## src/rtl/core/prl_ram.sv

```systemverilog
module prl_ram #(
   parameter int WIDTH = 32,
   parameter int DEPTH = 64
) (
   input  logic                     clock,
   input  logic                     wr_en,
   input  logic [$clog2(DEPTH)-1:0] wr_addr,
   input  logic [WIDTH-1:0]         wr_data,
   input  logic [$clog2(DEPTH)-1:0] rd_addr,
   output logic [WIDTH-1:0]         rd_data
);

   logic [WIDTH-1:0] mem_ff [DEPTH];
   logic [WIDTH-1:0] rd_data_ff;

   // One write port and one registered read port.
   always_ff @(posedge clock) begin
      if (wr_en) begin
         mem_ff[wr_addr] <= wr_data;
      end
      rd_data_ff <= mem_ff[rd_addr];
   end

   assign rd_data = rd_data_ff;

endmodule

```

## config.mk

```make
export PLATFORM = sky130hd
export DESIGN_NAME = prl_ram
export DESIGN_NICKNAME = d
export VERILOG_FILES = /design/src/rtl/core/prl_ram.sv
export SDC_FILE = /design/constraint.sdc
export NUM_CORES = 2
export LEC_CHECK = 0
export BUFFER_PORTS_ARGS = -buffer_cell sky130_fd_sc_hd__buf_2
export CAP_MARGIN = 20
export CELL_PAD_IN_SITES_DETAIL_PLACEMENT = 2
export CELL_PAD_IN_SITES_GLOBAL_PLACEMENT = 2
export CORE_MARGIN = 4
export CORE_UTILIZATION = 42
export DETAILED_ROUTE_END_ITERATION = 10
export PLACE_DENSITY = 0.75
export SLEW_MARGIN = 0
export SYNTH_ARGS = -nofsm -noshare
export SYNTH_HDL_FRONTEND = slang
export SYNTH_SLANG_ARGS = --single-unit
```

## constraint.sdc

```tcl
create_clock -name clock -period 10.7 [get_ports clock]
set_input_delay 2.14 -clock clock [delete_from_list [all_inputs] [get_ports clock]]
set_output_delay 2.14 -clock clock [all_outputs]
set_load 0.005 [all_outputs]
```

# --- Yosys cells after proc, flatten, opt, wreduce, memory -nomap -nowiden ---
# Memories as Yosys holds them, arrays and structs flattened. A register that Yosys moved wholly into a read port is not among the register bits.
# Index checks and enable logic that the tools add are counted.
totals:
  memories: 1
  inputBits: 46
  elab_cells: 3
  ff_bits: 0
  ram_bits: 2048
classes:
  n_mux: 2
mem_list:
  columns: ["memory", "words", "width", "read_ports", "rd_clocked_by_memory_dff", "wr", "line_no", "rtl"]
  rows:
  - ["mem_ff", 64, 32, 1, 1, 1, "13", "logic [WIDTH-1:0] mem_ff [DEPTH];"]
op_table:
  columns: ["cell", "n"]
  rows:
  - ["1-bit 2-to-1 mux", 2]

# --- Logic depth before layout (Yosys ltp) ---
logic_depth:
  word_depth: 2
  depth_mapped: 10
  depth_no_buf: 5

# --- Worst setup path before layout ---
# No wires, ideal clock.
synth_path:
  path_kind: "in2reg"
  from: "in wr_addr[3]"
  to: "mem mem_ff[48][0] (enable)"
  arrival_ps: 4839
  path_stages: 4
  setup_time_ps: 461
  slack_ps: 5400
  path_buffers: 1
  t_required_ps: 10239
  cell_sequence: "clkbuf_1 -> nor2b_1 -> nand4b_1 -> nor3_1"
synth_lines:
  columns: ["element", "line_no", "rtl"]
  rows:
  - ["start: declaration", "7", "input logic [$clog2(DEPTH)-1:0] wr_addr,"]
  - ["end: declaration", "13", null]
# Straight into the memory's write port.

==> results.py <==
metrics = {
    "run_status": {
        "status": "completed",
    },
    "setup_path": {
        "path_cells": "buf_8, buf_12, buf_4, mux4_2, mux2i_1, a21oi_1, a21oi_1, nor2_1",
        "critPathLaunchType": "input port",
        "worstSetupEndpointType": "flip-flop",
        "critPathArrivalTime_ns": 5.95,
        "critPathMaxStageDelay_ns": 0.79,
        "crit_family": "buffers and inverters",
        "crit_top_cell": "a21oi_1",
        "path_max_fanout": 60,
        "r2r-start": "mem_ff[60][26]",
        "worstSetupPathType": "in -> reg",
        "worstRegToRegCells": 4,
        "critical_path_required_ns": 11.40,
        "critPathBufInv": 3,
        "slowest_stage": "buf_4",
        "ff2ff_setup_slack_ns": 8.29,
        "r2r-end": "rd_data[26]",
    },
    "hold_path": {
        "min_path_cells": 4,
        "hold_start": "mem_ff[13][20]",
        "min_path_type": "reg -> reg",
        "min_to": "rd_data[20]",
    },
    "drt": {
        "drt_iter0_drc": 5199,
        "wl_met3_um": 16800,
        "top_layer_used": "met5",
        "drtAntennaViolNets": 0,
        "wl_met2_um": 139000,
        "via_per_inst": 6.26,
        "routed_wl_um": 263000,
        "drc": 0,
        "met1_length_um": 99900,
        "wl_per_cell_um": 42.2,
        "drt_pass1_iterations": 5,
        "num_vias": 38989,
    },
    "die": {
        "die-area_um2": 194000,
        "die_h_um": 440,
        "core_area_um2": 186000,
        "die_w_um": 440,
        "num_rows": 158,
        "ios": 78,
        "start_util": 0.423,
    },
    "timing": {
        "max-slew-margin-rel": 0.268,
        "worstMarginPinSlew_ns": 1.09,
        "drv_slew": 0,
        "setup_viol": 0,
        "fin_skew_ns": 0.0451,
        "fin_crit_sh": 0.491,
        "whs_ns": 0.812,
        "setup_tns_ns": 0,
        "max_clock_freq_ghz": 0.190,
        "post-route-min-period_ns": 5.25,
        "hold_viol": 0,
        "rsz0062_at_grt": "false",
    },
    "layout": {
        "syn2layout_area_growth_pct": 14.7,
        "fill_cells": 16100,
        "nets": 3608,
        "final_common_cell": "edfxtp_1",
        "layout-drive-gt1-share": 0.297,
        "layout_common_cells": "edfxtp_1 (2,048), mux4_2 (544), clkbuf_16 (215)",
    },
    "cts": {
        "clk_latency_ns": 0.87,
        "ctsRootBufferMaster": "clkbuf_16",
        "ctsHoldBuffers": 0,
        "cts_tree": "done",
        "clock_path_buffers": 3,
        "clkTransAtPathRegs_ns": 0.06,
        "numCtsBuffers": 215,
        "cts_resized": 0,
        "cts_max_level": 4,
        "cts_sinks": 2080,
        "cts_setup_buffers": 0,
    },
    "yosys": {
        "yosysSeqAreaShare": 0.791,
        "yosys_warnings": 0,
        "ys_ff_latch": 2080,
        "synth_area_per_cell_um2": 23.6,
        "ys_types": 34,
        "syn_inst": 3324,
        "synth_fp_nets": 3370,
        "syn_area_um2": 78500,
    },
    "global_routing": {
        "antenna_found_initial": 11,
        "gr-total-overflow": 0,
        "grt_start_max_net_pins": 126,
        "grt_first_pass_wirelength_um": 366000,
        "grt_usage": 0.272,
        "grt_pass1_vias": 42607,
    },
    "place": {
        "dp_hpwl_um": 139000,
        "routabilityCongestion": 0.729,
        "io_buffers": 77,
    },
    "pwr": {
        "power_mw": 17.5,
        "peakVddDrop_v": 0.000143,
        "power_density_nw_per_um2": 194,
        "p_leak_nw": 27.9,
    },
    "job": {
        "maxCapViolCount": 0,
    },
}
worst max-delay path by stage:
stage / end / cells past startpoint / start
after floorplan: mem_ff[48][0] / 4 / wr_addr[3]
after global placement: rd_data[11] / 8 / rd_addr[0]
after detailed placement: rd_data[11] / 8 / rd_addr[0]
after CTS: rd_data[11] / 8 / rd_addr[0]
after global routing: rd_data[11] / 8 / rd_addr[0]
final: rd_data[11] / 8 / rd_addr[0]
flip-flops by register name (all words and copies together), names as in the netlist:
| register | flops |
|---|---|
| rd_data | 32 |
| mem_ff | 2048 |
power by group:
group	leakage [nW]	switching (mW)	internal (mW)
clock	3.39	3.36	4.22
combinational	5.80	0.541	0.312
sequential	18.7	0.0501	9.02
kinds of logic after synthesis:
kind of cell    synth area share
buf+inv                   0.0113
mux                        0.168
simple gates              0.0127
flops                      0.791
compound gates            0.0167
cell type report:
| cell class | instances | area (um^2) | share of cell area |
|---|---|---|---|
| sequential | 2080 | 62100 | 0.690 |
| multi-input combinational | 1062 | 16000 | 0.177 |
| clock buffer | 300 | 5890 | 0.0654 |
| tap | 2480 | 3100 | 0.0345 |
| timing repair buffer | 203 | 1810 | 0.0201 |
| clock inverter | 103 | 1100 | 0.0123 |
| antenna | 5 | 12.5 | 0.000139 |
layer usage:
metal	global-route usage	vias to the layer above
li1	-	14770
met1	0.355	21900
met2	0.477	1955
met3	0.0377	362
met4	0.0810	2
met5	0	-
worst min-delay path, cell delays in order, from the launching register on:
cell      delay [ns]
edfxtp_1        0.32
mux2i_1         0.07
nand2_1         0.07
a311oi_1        0.14
nor3_1          0.16
cell usage after synthesis:
master	count	area, um^2
or2_1	1	6.26
or3_1	3	18.8
or2_2	1	6.26
nor2_1	137	514
or3b_2	3	26.3
dfxtp_1	32	641
or3b_1	2	17.5
buf_1	21	78.8
buf_2	57	285
a311oi_1	8	70.1
and3_1	4	25.0
or2_0	1	6.26
a21oi_1	62	310
edfxtp_1	2048	61500
buf_4	25	188
mux4_2	544	12300
o221ai_1	27	236
a31oi_1	1	6.26
nor2b_1	15	93.8
nand3b_1	5	37.5
mux2i_1	93	931
nand4_1	2	12.5
nand3_1	5	25.0
nand4b_1	1	8.76
a41o_1	4	40.0
o32ai_1	4	35.0
nand2b_1	8	50.1
and2_1	2	12.5
nand2_1	26	97.6
clkbuf_1	74	278
nor3_1	7	35.0
o22ai_1	84	526
buf_6	5	56.3
a22oi_1	12	90.1
through the flow:
step | std cells | setup slack, ns | area, um^2 | utilization
floorplan | 3324 | 5.40 | 78500 | -
global placement | 5797 | 4.74 | 82400 | 0.444
detailed placement | 5797 | 4.64 | 82400 | 0.444
CTS | 6200 | 5.48 | 89400 | 0.482
global route | 6229 | 5.30 | 90000 | 0.485
finish | 6233 | 5.45 | 90000 | 0.485
No activity file was read; power rests on OpenSTA's default activity.
