## config.mk

```make
export PLATFORM = sky130hd
export DESIGN_NAME = prl_update
export DESIGN_NICKNAME = d
export VERILOG_FILES = /design/src/rtl/core/prl_pkg.sv /design/src/rtl/core/prl_update.sv
export SDC_FILE = /design/constraint.sdc
export NUM_CORES = 1
export LEC_CHECK = 0
export BUFFER_PORTS_ARGS = -buffer_cell sky130_fd_sc_hd__clkbuf_2
export CAP_MARGIN = 10
export CORE_MARGIN = 5
export CORE_UTILIZATION = 54
export CTS_BUF_LIST = sky130_fd_sc_hd__clkbuf_8
export DETAILED_ROUTE_END_ITERATION = 8
export HOLD_SLACK_MARGIN = 0.12
export PLACE_DENSITY = 0.84
export SLEW_MARGIN = 20
export SYNTH_ARGS = -nofsm -noshare
export SYNTH_HDL_FRONTEND = slang
export SYNTH_SLANG_ARGS = --single-unit
export TNS_END_PERCENT = 100
```

## constraint.sdc

```tcl
create_clock -name clock -period 3.4 [get_ports clock]
set_input_delay 0.17 -clock clock [delete_from_list [all_inputs] [get_ports clock]]
set_output_delay 0.17 -clock clock [all_outputs]
set_load 0.02 [all_outputs]
```

## src/rtl/core/prl_pkg.sv

```systemverilog
package prl_pkg;

   // Default depth of the flow table.
   localparam int DEFAULT_TABLE_ENTRIES = 64;

   // Field widths of the channels and registers.
   localparam int KIND_W      = 16;
   localparam int ADDR_W      = 32;
   localparam int LENGTH_W    = 16;
   localparam int SECONDS_W   = 32;
   localparam int PACKETS_W   = 32;
   localparam int BYTES_W     = 40;
   localparam int CSR_INDEX_W = 2;
   localparam int CSR_DATA_W  = 40;

   // Ethertypes that are let into the limiter.
   localparam logic [KIND_W-1:0] KIND_IPV4 = 16'h0800;
   localparam logic [KIND_W-1:0] KIND_VLAN = 16'h8100;

   // Register indexes of the configuration port.
   localparam logic [CSR_INDEX_W-1:0] CSR_PACKET_LIMIT = 2'd0;
   localparam logic [CSR_INDEX_W-1:0] CSR_BYTE_LIMIT   = 2'd1;

   // Result codes of one item.
   typedef enum logic [1:0] {
      VERDICT_FORWARD = 2'd0,
      VERDICT_DISCARD = 2'd1,
      VERDICT_DROP    = 2'd2
   } verdict_type;

   // Counting record of one flow, kept in the record memory.
   typedef struct packed {
      logic [PACKETS_W-1:0] packets;
      logic [BYTES_W-1:0]   bytes;
      logic [SECONDS_W-1:0] window_start;
   } rec_type;

   localparam int REC_W = $bits(rec_type);

endpackage

```

## src/rtl/core/prl_update.sv

```systemverilog
module prl_update (
   input  logic                             clock,
   input  logic                             load,
   input  prl_pkg::rec_type                 rec_in,
   input  logic [prl_pkg::LENGTH_W-1:0]     packet_length,
   input  logic [prl_pkg::SECONDS_W-1:0]    now_seconds,
   input  logic [prl_pkg::PACKETS_W-1:0]    packet_limit,
   input  logic [prl_pkg::BYTES_W-1:0]      byte_limit,
   output prl_pkg::rec_type                 rec_out,
   output logic                             drop
);
   import prl_pkg::*;

   logic [SECONDS_W-1:0] elapsed;
   logic [BYTES_W:0]     byte_sum;
   logic                 restart_ff;
   logic [PACKETS_W-1:0] packets_ff;
   logic [BYTES_W-1:0]   bytes_ff;
   logic [SECONDS_W-1:0] start_ff;
   logic [SECONDS_W-1:0] now_ff;

   // First step: window test, saturating packet increment and byte add.
   assign elapsed  = now_seconds - rec_in.window_start;
   assign byte_sum = {1'b0, rec_in.bytes} + (BYTES_W + 1)'(packet_length);

   always_ff @(posedge clock) begin
      if (load) begin
         restart_ff <= (elapsed > SECONDS_W'(1));
         packets_ff <= (&rec_in.packets) ? rec_in.packets
                                         : rec_in.packets + PACKETS_W'(1);
         bytes_ff   <= byte_sum[BYTES_W] ? {BYTES_W{1'b1}} : byte_sum[BYTES_W-1:0];
         start_ff   <= rec_in.window_start;
         now_ff     <= now_seconds;
      end
   end

   // Second step: a new window clears the counts, otherwise the limits are checked.
   always_comb begin
      if (restart_ff) begin
         rec_out.packets      = '0;
         rec_out.bytes        = '0;
         rec_out.window_start = now_ff;
         drop                 = 1'b0;
      end else begin
         rec_out.packets      = packets_ff;
         rec_out.bytes        = bytes_ff;
         rec_out.window_start = start_ff;
         drop = ((packet_limit != '0) && (packets_ff >= packet_limit)) ||
                ((byte_limit != '0) && (bytes_ff >= byte_limit));
      end
   end

endmodule

```

# == Word-level counts from Yosys, hierarchy flattened ==
# Index checks and enable logic that the tools add are counted.
# classes
addsub,3
mul,0
n_div,0
n_lt_le_gt_ge,3
eq_ne,0
shift,0
n_mux,3
bitwise,0
n_reduce_logical,6
# op_table
operator,n
$mux W104,1
$add A40 B16 Y41,1
$ge A40 B40 Y1,1
$reduce_bool A40 Y1,1
$add A32 B1 Y32 const B,1
$ge A32 B32 Y1,1
$gt A32 B1 Y1 const B,1
$mux W32,1
$reduce_and A32 Y1,1
$reduce_bool A32 Y1,1
$sub A32 B32 Y32,1
$logic_and A1 B1 Y1,2
$logic_or A1 B1 Y1,1
$mux W1,1
# word_totals
reg_bits,137
latch_bits,0
mem_bits_rw,0
rom_bits,0
output_inout_bits,105
wordCells,20
mem_count,0

# == Depth between registers and ports, before layout ==
# Gate-level depths: netlist of run 1.
# logic_depth
ltp_word,4
ltp_mapped,14
ltp_nobuf,14

# == Worst setup path after synthesis of run 1 ==
# No wires, ideal clock.
# synth_path
path_type,input -> register
from,in now_seconds[0] (netlist name)
to,"reg restart_ff, data pin"
arrival_time_ns,2.572
required_time_ns,3.127
setup_slack_ns,0.555
cell_stages,14
path_buffers,0
cell_sequence,inv_1 > ha_1 > inv_1 > fa_1 > or2_2 > a21oi_1 > a211oi_1 > nor4b_2 > and4_1 > o2111ai_1 > nor4_1 > nand4_1 > nor4b_2 > nand4_1
# synth_between
elab_chain_cells,2
# synth_lines
item,line,source
start: declaration,prl_update.sv:6,"input logic [prl_pkg::SECONDS_W-1:0] now_seconds,"
$sub A32 B32 Y32,prl_update.sv:23,assign elapsed = now_seconds - rec_in.window_start;
$gt A32 B1 Y1,prl_update.sv:28,restart_ff <= (elapsed > SECONDS_W'(1));
end signal: assignment,prl_update.sv:28,
end: declaration,prl_update.sv:16,logic restart_ff;
# No other way between the ends.
# A chain may end at the register's enable or synchronous reset.

# == Worst setup path after layout of run 1 ==
# layout_path
from,in rec_in[1] (netlist name)
to,"reg restart_ff, data pin"
# layout_between
elab_chain_cells,2
# layout_lines
item,line,source
start: declaration,prl_update.sv:4,"input prl_pkg::rec_type rec_in,"
$sub A32 B32 Y32,prl_update.sv:23,
$gt A32 B1 Y1,prl_update.sv:28,
# No other way between the ends.

==> metrics.cfg, run 1 <==
[timing]
setup_violations=0
final.setup.tns_ns=0
finalCriticalPeriod_ns=3.35
drv_slew=0
fin_hold_ws_ns=0.181
slew_headroom=0.454
fin_crit_sh=0.984
worstMarginPinSlew_ns=0.819
fmax_ghz=0.299
final_hold_viol_count=0

[cts]
cts.htree.levels=4
path_clk_slew_ns=0.08
cts_buffers=17
cts_buffer_depth=2
cts_tree=yes
cts.sinks=137
root_buffer=clkbuf_8

[synthesis]
synth_xor_xnor_area_share=0.0530
yosysTopAreaCellShare=0.371
syn_area_sq_um=11100
postSynthAreaPerCell_sq_um=9.65
synth_top_family_by_area=simple AND/OR/NAND/NOR gates
synthMuxAreaShare=0.0453
yosys_warnings=0
async_flop_share=0
synth.largest_area_cell=edfxtp_1
synth_adder_area_share=0.139
ys_types=81
syn_inst=1148
synth-edff-count=137
yosys.area_share.simple=0.192
synth.most_common_cell=edfxtp_1
synth-seq-area-share=0.371
netlist_top_cells_area=edfxtp_1 37%, ha_1 14%, nor2b_1 4.8%
ys_top_cells_by_count=137 x edfxtp_1, 123 x inv_1, 120 x ha_1
synth_seq_cells=137
synthFlopType=edfxtp_1
synth_compound_area_frac=0.144
syn-num-nets=1496

[hold_path]
min_path_cells=3
min_to=packets_ff[31]$_DFFE_PP_
hold_start=rec_in[103]
hold_path_class=in2reg

[worst_setup_path]
cp.required_ns=3.60
critical_path.slowest_cell=dlygate4sd3_1
end_kind=flip-flop
startpoint_type=input pin
cp.arrival_ns=3.54
crit_family=compound AO/OA/AOI/OAI gates
crit_chain=dlygate4sd3_1 -> clkbuf_2 -> inv_1 -> ha_1 -> nor2b_1 -> o31a_1 -> o21bai_1 -> a31oi_1 -> a41oi_2 -> o221ai_1 -> a21o_1 -> a311oi_1 -> mux2i_1 -> nand4_1
crit_buf_inv=3
max_stage_delay_ns=0.56
cp_max_fo=4
worstSetupPathType=in2reg

[global_routing]
track_usage=0.294
antenna_found_initial=4
grt_pass1_vias=11200
grt_overflow=0
grt_pass1_wl_microns=56000
grt_max_degree=87

[cells_and_area]
fillCellCount=1390
final_layout_size_suffix_gt1_frac=0.283
stdcell_count=1898
final_nets=1960
utilization=0.732
layout-area-overhead-vs-synth_pct=33.7

[power]
peakVddDrop_v=0.000247
p_leak_nw=6.87
pwr-share-comb=0.340
p_int_w=0.00336
swShare=0.338
p_switching_w=0.00172
power_frac_seq=0.415
pwr-share-clk=0.245
p_per_area_nw_per_um2=343
power.total_w=0.00508

[die]
fp-row-count=52
die_area_sq_um=23500
start_util=0.548
io_pins=331
fp.dieH_microns=153
core-area_sq_um=20200
dieWidth_microns=153

[routing]
wirelength_microns=35800
first_pass_iters=8
ant_nets=0
vias=10900
first_iter_violations=984
post-route-drc-count=0
avgRoutedWirePerCell_microns=18.8
viasPerCell=5.73

[placed_design]
placed_cells=1731
dp_hpwl_microns=25600
port_buffers=330
place_congestion=0.959

[outcome]
status=completed

[job]
max_cap_violations=0

-- kinds of logic after synthesis --
group | Yosys count
AOI/OAI and AO/OA | 228
xor gates and xnor gates | 67
adders and majority gates | 122
buffers and inverters | 153
DFF | 137
muxes | 45
and+or+nand+nor | 396
-- per-layer routing --
layer / vias to the layer above / track usage / wire length, microns
li1: 5110 / - / -
met1: 5027 / 0.338 / 13200
met4: 0 / 0.140 / 1760
met2: 582 / 0.526 / 18100
met3: 152 / 0.0548 / 2760
met5: - / 0 / 0
-- final cells by class --
type | instances | area (sq um) | share of cell area
Inverter | 123 | 462 | 0.0312
Tap cell | 270 | 338 | 0.0228
Clock inverter | 14 | 110 | 0.00743
Antenna cell | 4 | 10.0 | 0.000676
Multi-Input combinational cell | 858 | 6450 | 0.436
Sequential cell | 137 | 4110 | 0.278
Clock buffer | 17 | 234 | 0.0158
Timing Repair Buffer | 475 | 3090 | 0.209
-- tightest hold or removal path, stage by stage --
cell and delay, ns:
clkbuf_2 0.12, inv_1 0.12, xnor2_1 0.12
-- what timing repair did --
item | in CTS | in global routing
gates resized for setup | 0 | 25
hold buffers | 130 | 1
buffers inserted | 0 | 2
endpoints found under the setup margin | 0 | 3
hold endpoints to repair | 119 | 1
-- cell usage in the layout (no fill, tap or decap), types with 5 or more instances in the layout --
| cell type | instances |
|---|---|
| a211oi_1 | 8 |
| a21o_1 | 30 |
| a21oi_1 | 55 |
| a21oi_2 | 5 |
| a31oi_1 | 8 |
| and2_1 | 10 |
| and3_1 | 13 |
| and4_1 | 6 |
| buf_4 | 14 |
| clkbuf_2 | 328 |
| clkbuf_8 | 17 |
| clkinv_2 | 6 |
| dlygate4sd3_1 | 130 |
| edfxtp_1 | 137 |
| ha_1 | 118 |
| inv_1 | 122 |
| mux2_2 | 41 |
| nand2_1 | 91 |
| nand2b_1 | 11 |
| nand3_1 | 35 |
| nand4_1 | 30 |
| nor2_1 | 52 |
| nor2b_1 | 84 |
| nor3_1 | 13 |
| nor4_1 | 23 |
| o211ai_1 | 5 |
| o21a_1 | 14 |
| o21ai_0 | 36 |
| o21bai_1 | 6 |
| o31ai_1 | 6 |
| or3_1 | 5 |
| xnor2_1 | 34 |
| xor2_1 | 33 |
-- state kept, by name, indices dropped and copies added, names as in the netlist --
register	count
bytes_ff	40
restart_ff	1
now_ff	32
start_ff	32
packets_ff	32
-- power groups by stage --
| stage | clock network (W) | registers, W | logic, W |
|---|---|---|---|
| after floorplan | 0 | 0.00211 | 0.000987 |
| after CTS | 0.00125 | 0.00210 | 0.00166 |
| final | 0.00124 | 0.00211 | 0.00172 |
| after global placement | 0 | 0.00213 | 0.00149 |
| after global routing | 0.00133 | 0.00212 | 0.00188 |
| after detailed placement | 0 | 0.00214 | 0.00152 |
-- metrics by stage --
stage,worst slack [ns],area [sq um]
floorplan,0.555,11100
global placement,0.189,13000
detailed placement,0.100,13000
CTS,0.0262,14700
global route,-0.0226,14800
finish,0.0542,14800
-- how the worst max path moves through the flow --
stage                               from                   end  slack, ns  cells past startpoint
after floorplan           now_seconds[0]  restart_ff$_DFFE_PP_       0.55                     14
after global placement    now_seconds[0]  restart_ff$_DFFE_PP_       0.19                     15
after detailed placement  now_seconds[0]  restart_ff$_DFFE_PP_       0.10                     15
after CTS                 now_seconds[0]  restart_ff$_DFFE_PP_       0.03                     16
after global routing           rec_in[0]  restart_ff$_DFFE_PP_      -0.02                     16
final                          rec_in[1]  restart_ff$_DFFE_PP_       0.05                     14
(Power assumes the default switching activity.)
==> run 2, diff against run 1 <==
- CORE_UTILIZATION: 54 -> 50
- HOLD_SLACK_MARGIN: 0.12 -> 0.08
- PLACE_DENSITY: 0.84 -> 0.79
==> run 2 against run 1 <==
  * Worst hold slack got worse by 0.075 ns
  * Clock power rose by 19%
  * Non-clock buffer count fell by 19
  * Sequential power barely moved
  * Via count fell by 3.7%
  * Fmax rose by 2.1%
  * Count of clock-buffer cells in the layout did not move
  * Combinational power fell by 3%
  * Final cell count fell by 0.63%
  * Die area rose by 7.5%
  * Critical path type unchanged
==> metrics.cfg, run 2 (same netlist as run 1, synthesis figures left out) <==
[outcome]
status=completed

[timing]
fmax_ghz=0.305  ; +2.1%
fin_crit_sh=0.964  ; -0.0201
slew_headroom=0.516  ; +0.0626
final.setup.tns_ns=0  ; unchanged
finalCriticalPeriod_ns=3.28  ; -0.0684 ns
setup_violations=0  ; unchanged
final_hold_viol_count=0  ; unchanged
drv_slew=0  ; unchanged
rsz0062_at_grt=true
fin_hold_ws_ns=0.106  ; -0.0749 ns
worstMarginPinSlew_ns=0.725  ; -0.0940 ns

[die]
dieWidth_microns=159  ; +3.7%
die_area_sq_um=25200  ; +7.5%
fp-row-count=54  ; +3.8%
io_pins=331  ; unchanged
start_util=0.508  ; -0.0399
core-area_sq_um=21800  ; +7.9%
fp.dieH_microns=159  ; +3.7%

[cells_and_area]
max_flop_register=bytes_ff
final_cell_mix=329 x clkbuf_2, 137 x edfxtp_1, 125 x inv_1, 118 x ha_1, 113 x dlygate4sd3_1
multi_input_area_sq_um=6400  ; -0.83%
layout_commonest_cell=clkbuf_2
largest_reg_flops=40  ; unchanged
utilization=0.671  ; -0.0611
final_nets=1941  ; -0.97%
final_layout_size_suffix_gt1_frac=0.280  ; -0.00305
layout-area-overhead-vs-synth_pct=32.1
fillCellCount=1709  ; +23%
num_antenna_cells=0  ; -4
final-seq-area_sq_um=4110  ; unchanged

[routing]
ant_nets=0  ; unchanged
viasPerCell=5.55  ; -3.1%
wirelength_microns=34300  ; -4.2%
first_pass_iters=5  ; -3
post-route-drc-count=0  ; unchanged
vias=10500  ; -3.7%
first_iter_violations=834  ; -15%
avgRoutedWirePerCell_microns=18.2  ; -3.6%

[worst_setup_path]
cp.arrival_ns=3.46  ; -0.08 ns
worstSetupPathType=in2reg
end_kind=flip-flop
cp-endpoint=bytes_ff[10]$_SDFFCE_PP1P_
startpoint_type=input pin
cp_max_fo=20  ; +16
cp.required_ns=3.58  ; -0.02 ns
worstSetupStartpoint=packet_length[0]

[cts]
cts_buffers=17  ; unchanged
cts.htree.levels=4  ; unchanged
cts.sinks=137  ; unchanged
postCtsSetupBuffers=0  ; unchanged
path_clk_slew_ns=0.08  ; about the same
cts_tree=yes
cts_buffer_depth=2  ; unchanged
root_buffer=clkbuf_8

[global_routing]
grt_overflow=0  ; unchanged
grt_max_degree=75  ; -14%
grt_pass1_wl_microns=54700  ; -2.2%
antenna_found_initial=0  ; -4
track_usage=0.263  ; -0.0305
grt_pass1_vias=10900  ; -2.4%

[power]
peakVddDrop_v=0.000262  ; +5.9%
p_per_area_nw_per_um2=358  ; +4.6%
p_leak_nw=6.80  ; -0.91%

[placed_design]
port_buffers=330  ; unchanged
place_congestion=0.932  ; -2.8%
dp_hpwl_microns=26300  ; +2.6%

[hold_path]
hold_path_class=in2reg
hold_start=rec_in[69]

[job]
max_cap_violations=0  ; unchanged

-- run 2: what timing repair did --
action / in CTS / in global routing
resized for setup: 0 / 12
setup endpoints to repair: 0 / 21
hold buffers: 113 / 0
endpoints found under the hold margin: 113 / 0
-- run 2: area by class of cell --
cell class                 count  share of cell area
inverter                     123              0.0315
tap                          280              0.0239
timing repair buffer         456               0.198
multi-input combinational    858               0.437
clock inverter                15              0.0126
sequential                   137               0.281
clock buffer                  17              0.0160
-- run 2: worst min-delay path by stage --
| stage | slack [ns] | cells past startpoint | end |
|---|---|---|---|
| 2_1_floorplan | 0.27 | 0 | now_ff[0]$_DFFE_PP_ |
| 3_3_place_gp | 0.36 | 1 | start_ff[25]$_DFFE_PP_ |
| 3_5_place_dp | 0.37 | 1 | start_ff[4]$_DFFE_PP_ |
| 4_1_cts | 0.08 | 3 | bytes_ff[37]$_SDFFCE_PP1P_ |
| 5_1_grt | 0.09 | 2 | bytes_ff[26]$_SDFFCE_PP1P_ |
| 6_report | 0.11 | 3 | bytes_ff[37]$_SDFFCE_PP1P_ |
-- run 2: power breakdown --
group / leakage [nW] / internal, W / total, W / switching [W]
combinational: 5.25 / 0.000737 / 0.00167 / 0.000935
clock: 0.216 / 0.000789 / 0.00147 / 0.000678
sequential: 1.34 / 0.00204 / 0.00211 / 0.0000715
-- run 2: layer usage --
| metal | routed length [microns] | GRT usage |
|---|---|---|
| met2 | 17100 | 0.464 |
| met5 | 0 | 0 |
| met3 | 2220 | 0.0583 |
| met4 | 1190 | 0.0934 |
| met1 | 13800 | 0.316 |
-- run 2: metrics by stage --
| step | cell area (sq um) | cells | power [W] | setup slack, ns |
|---|---|---|---|---|
| detailed placement | 13100 | 1741 | 0.00367 | 0.0747 |
| global route | 14600 | 1886 | 0.00553 | -0.0283 |
| floorplan | 11100 | 1148 | 0.00310 | 0.555 |
| global placement | 13100 | 1741 | 0.00363 | 0.184 |
| finish | 14600 | 1886 | 0.00525 | 0.123 |
| CTS | 14600 | 1886 | 0.00525 | 0.0531 |
-- run 2: worst max-delay path, stage by stage --
cell and delay [ns]:
dlygate4sd3_1 0.56, clkbuf_2 0.12, ha_1 0.20, inv_1 0.07, fa_1 0.24, nor2b_4 0.05, o21a_1 0.20, o21ai_2 0.12
or4b_4 0.48, a31oi_4 0.25, o211ai_4 0.15, nor2b_4 0.19, or3b_4 0.27, buf_4 0.24, o21ai_0 0.12
==> run 3, diff against run 2 <==
- PLACE_DENSITY: 0.79 -> 0.78
==> run 3 against run 2 <==
  * Clock power hardly changed
  * Sequential share of layout area is 0.13 points lower
  * Power is 0.10% lower
  * Global-route usage hardly changed
  * Routed wire length is 1.8% higher
  * Count of clock-buffer cells in the layout stayed put
  * Sequential cell count stayed put
  * Worst hold slack better by 0.079 ns
  * Critical endpoint is now restart_ff$_DFFE_PP_
  * Highest routed layer is now met5
  * Cell area is 0.48% higher
  * Fmax is 2.0% lower
==> metrics.cfg, run 3 (same netlist as run 1, synthesis figures left out) <==
[worst_setup_path]
worstSetupPathType=in2reg
end_kind=flip-flop
cp.arrival_ns=3.53  ; +0.07 ns
cp.required_ns=3.59  ; about the same
worstSetupStartpoint=rec_in[28]
cp_max_fo=7  ; -65%
startpoint_type=input pin

[die]
dieWidth_microns=159  ; unchanged
io_pins=331  ; unchanged
core-area_sq_um=21800  ; unchanged
die_area_sq_um=25200  ; unchanged
fp-row-count=54  ; unchanged
fp.dieH_microns=159  ; unchanged
start_util=0.508  ; unchanged

[cells_and_area]
max_flop_register=bytes_ff
layout-area-overhead-vs-synth_pct=32.8
final-seq-area_sq_um=4110  ; unchanged
final_cell_mix=329 x clkbuf_2, 137 x edfxtp_1, 124 x inv_1, 120 x dlygate4sd3_1, 118 x ha_1
stdcell_count=1894  ; +0.42%
multi_input_area_sq_um=6400  ; about the same
fillCellCount=1693  ; -0.94%
layout_commonest_cell=clkbuf_2
largest_reg_flops=40  ; unchanged
utilization=0.674  ; +0.00321
final_nets=1946  ; +0.26%
final_layout_size_suffix_gt1_frac=0.279  ; -0.00132

[placed_design]
port_buffers=330  ; unchanged
post-place-ws_ns=0.0356  ; -0.0391 ns
place_congestion=0.956  ; +2.6%
placed_cells=1739  ; -0.11%
dp_hpwl_microns=26500  ; +0.77%

[global_routing]
grt_overflow=0  ; unchanged
grt_pass1_wl_microns=54600  ; -0.22%
track_usage=0.263  ; about the same
grt_max_degree=71  ; -5.3%
antenna_found_initial=5  ; +5
grt_pass1_vias=10700  ; -1.7%

[hold_path]
hold_path_class=in2reg
hold_start=rec_in[68]

[power]
swShare=0.319  ; -0.00148
pwr-share-comb=0.322  ; +0.003
power_frac_seq=0.403  ; about the same
power.total_w=0.00524  ; -0.10%
p_int_w=0.00357  ; +0.11%
pwr-share-clk=0.275  ; -0.005
p_per_area_nw_per_um2=356  ; -0.58%
p_switching_w=0.00167  ; -0.56%
peakVddDrop_v=0.000308  ; +18%
p_leak_nw=6.81  ; +0.17%

[routing]
first_iter_violations=625  ; -25%
avgRoutedWirePerCell_microns=18.4  ; +1.4%
wirelength_microns=34900  ; +1.8%
vias=10500  ; +0.62%
viasPerCell=5.56  ; +0.20%
post-route-drc-count=0  ; unchanged
first_pass_iters=6  ; +1
ant_nets=0  ; unchanged

[timing]
rsz0062_at_grt=true
fin_crit_sh=0.983  ; +0.0192
finalCriticalPeriod_ns=3.34  ; +0.0653 ns
drv_slew=0  ; unchanged
fmax_ghz=0.299  ; -2.0%
fin_hold_ws_ns=0.185  ; +0.0790 ns
slew_headroom=0.372  ; -0.145
setup_violations=0  ; unchanged
worstMarginPinSlew_ns=0.934  ; +0.208 ns
final_hold_viol_count=0  ; unchanged
setup_ws_ns=0.0573  ; -0.0653 ns

[job]
max_cap_violations=0  ; unchanged

[cts]
cts_tree=yes
cts.sinks=137  ; unchanged
path_clk_slew_ns=0.08  ; about the same
cts_buffers=17  ; unchanged
postCtsSetupBuffers=0  ; unchanged
root_buffer=clkbuf_8
cts_buffer_depth=2  ; unchanged
cts.htree.levels=4  ; unchanged

[outcome]
status=completed

## run 3: cell count changes in the layout (fill, tap and decap cells not counted), sizes merged
cell / change
dlygate4sd3: +7
inv: -2
clkinvlp: +1
diode: +4
buf: -2
## run 3: per-stage QoR
| stage | TNS, ns | instance area, sq um |
|---|---|---|
| detailed placement | 0 | 13000 |
| finish | 0 | 14700 |
| global route | -0.0650 | 14700 |
| CTS | 0 | 14600 |
| floorplan | 0 | 11100 |
| global placement | 0 | 13000 |
## run 3: power by group through the flow
stage | clock network [W] | registers [W] | logic [W]
detailed placement | 0 | 0.00215 | 0.00153
global route | 0.00155 | 0.00212 | 0.00184
CTS | 0.00147 | 0.00211 | 0.00165
global placement | 0 | 0.00214 | 0.00149
floorplan | 0 | 0.00211 | 0.000987
finish | 0.00144 | 0.00211 | 0.00169
## run 3: critical path, stage by stage
cell           delay [ns]
dlygate4sd3_1        0.54
clkbuf_2             0.13
inv_1                0.05
ha_1                 0.39
and3_1               0.21
and2_4               0.18
a2111oi_4            0.33
o211ai_1             0.13
nor4_1               0.30
o2111ai_1            0.18
nor4_2               0.32
nand4_1              0.17
nor4b_2              0.30
nand4_1              0.12
## run 3: final timing paths
check | end | slack (ns) | cells past startpoint
worst max-delay path | restart_ff$_DFFE_PP_ | 0.06 | 14
worst min-delay path | bytes_ff[36]$_SDFFCE_PP1P_ | 0.18 | 3
## run 3: per-layer routing
metal / GRT usage / routed length (microns)
met1: 0.308 / 13800
met3: 0.0643 / 2410
met2: 0.473 / 17600
met5: 0 / 13
met4: 0.0845 / 1070
## run 3: area by class of cell
class,count,area share
Sequential cell,137,0.280
Inverter,123,0.0314
Multi-Input combinational cell,858,0.435
Timing Repair Buffer,461,0.201
Clock buffer,17,0.0159
Clock inverter,14,0.0124
Antenna cell,4,0.000680
Tap cell,280,0.0238
## run 3: what timing repair did
action | CTS | global route
hold buffers | 119 | 1
hold endpoints to repair | 118 | 1
setup endpoints to repair | 0 | 7
resized for setup | 0 | 9
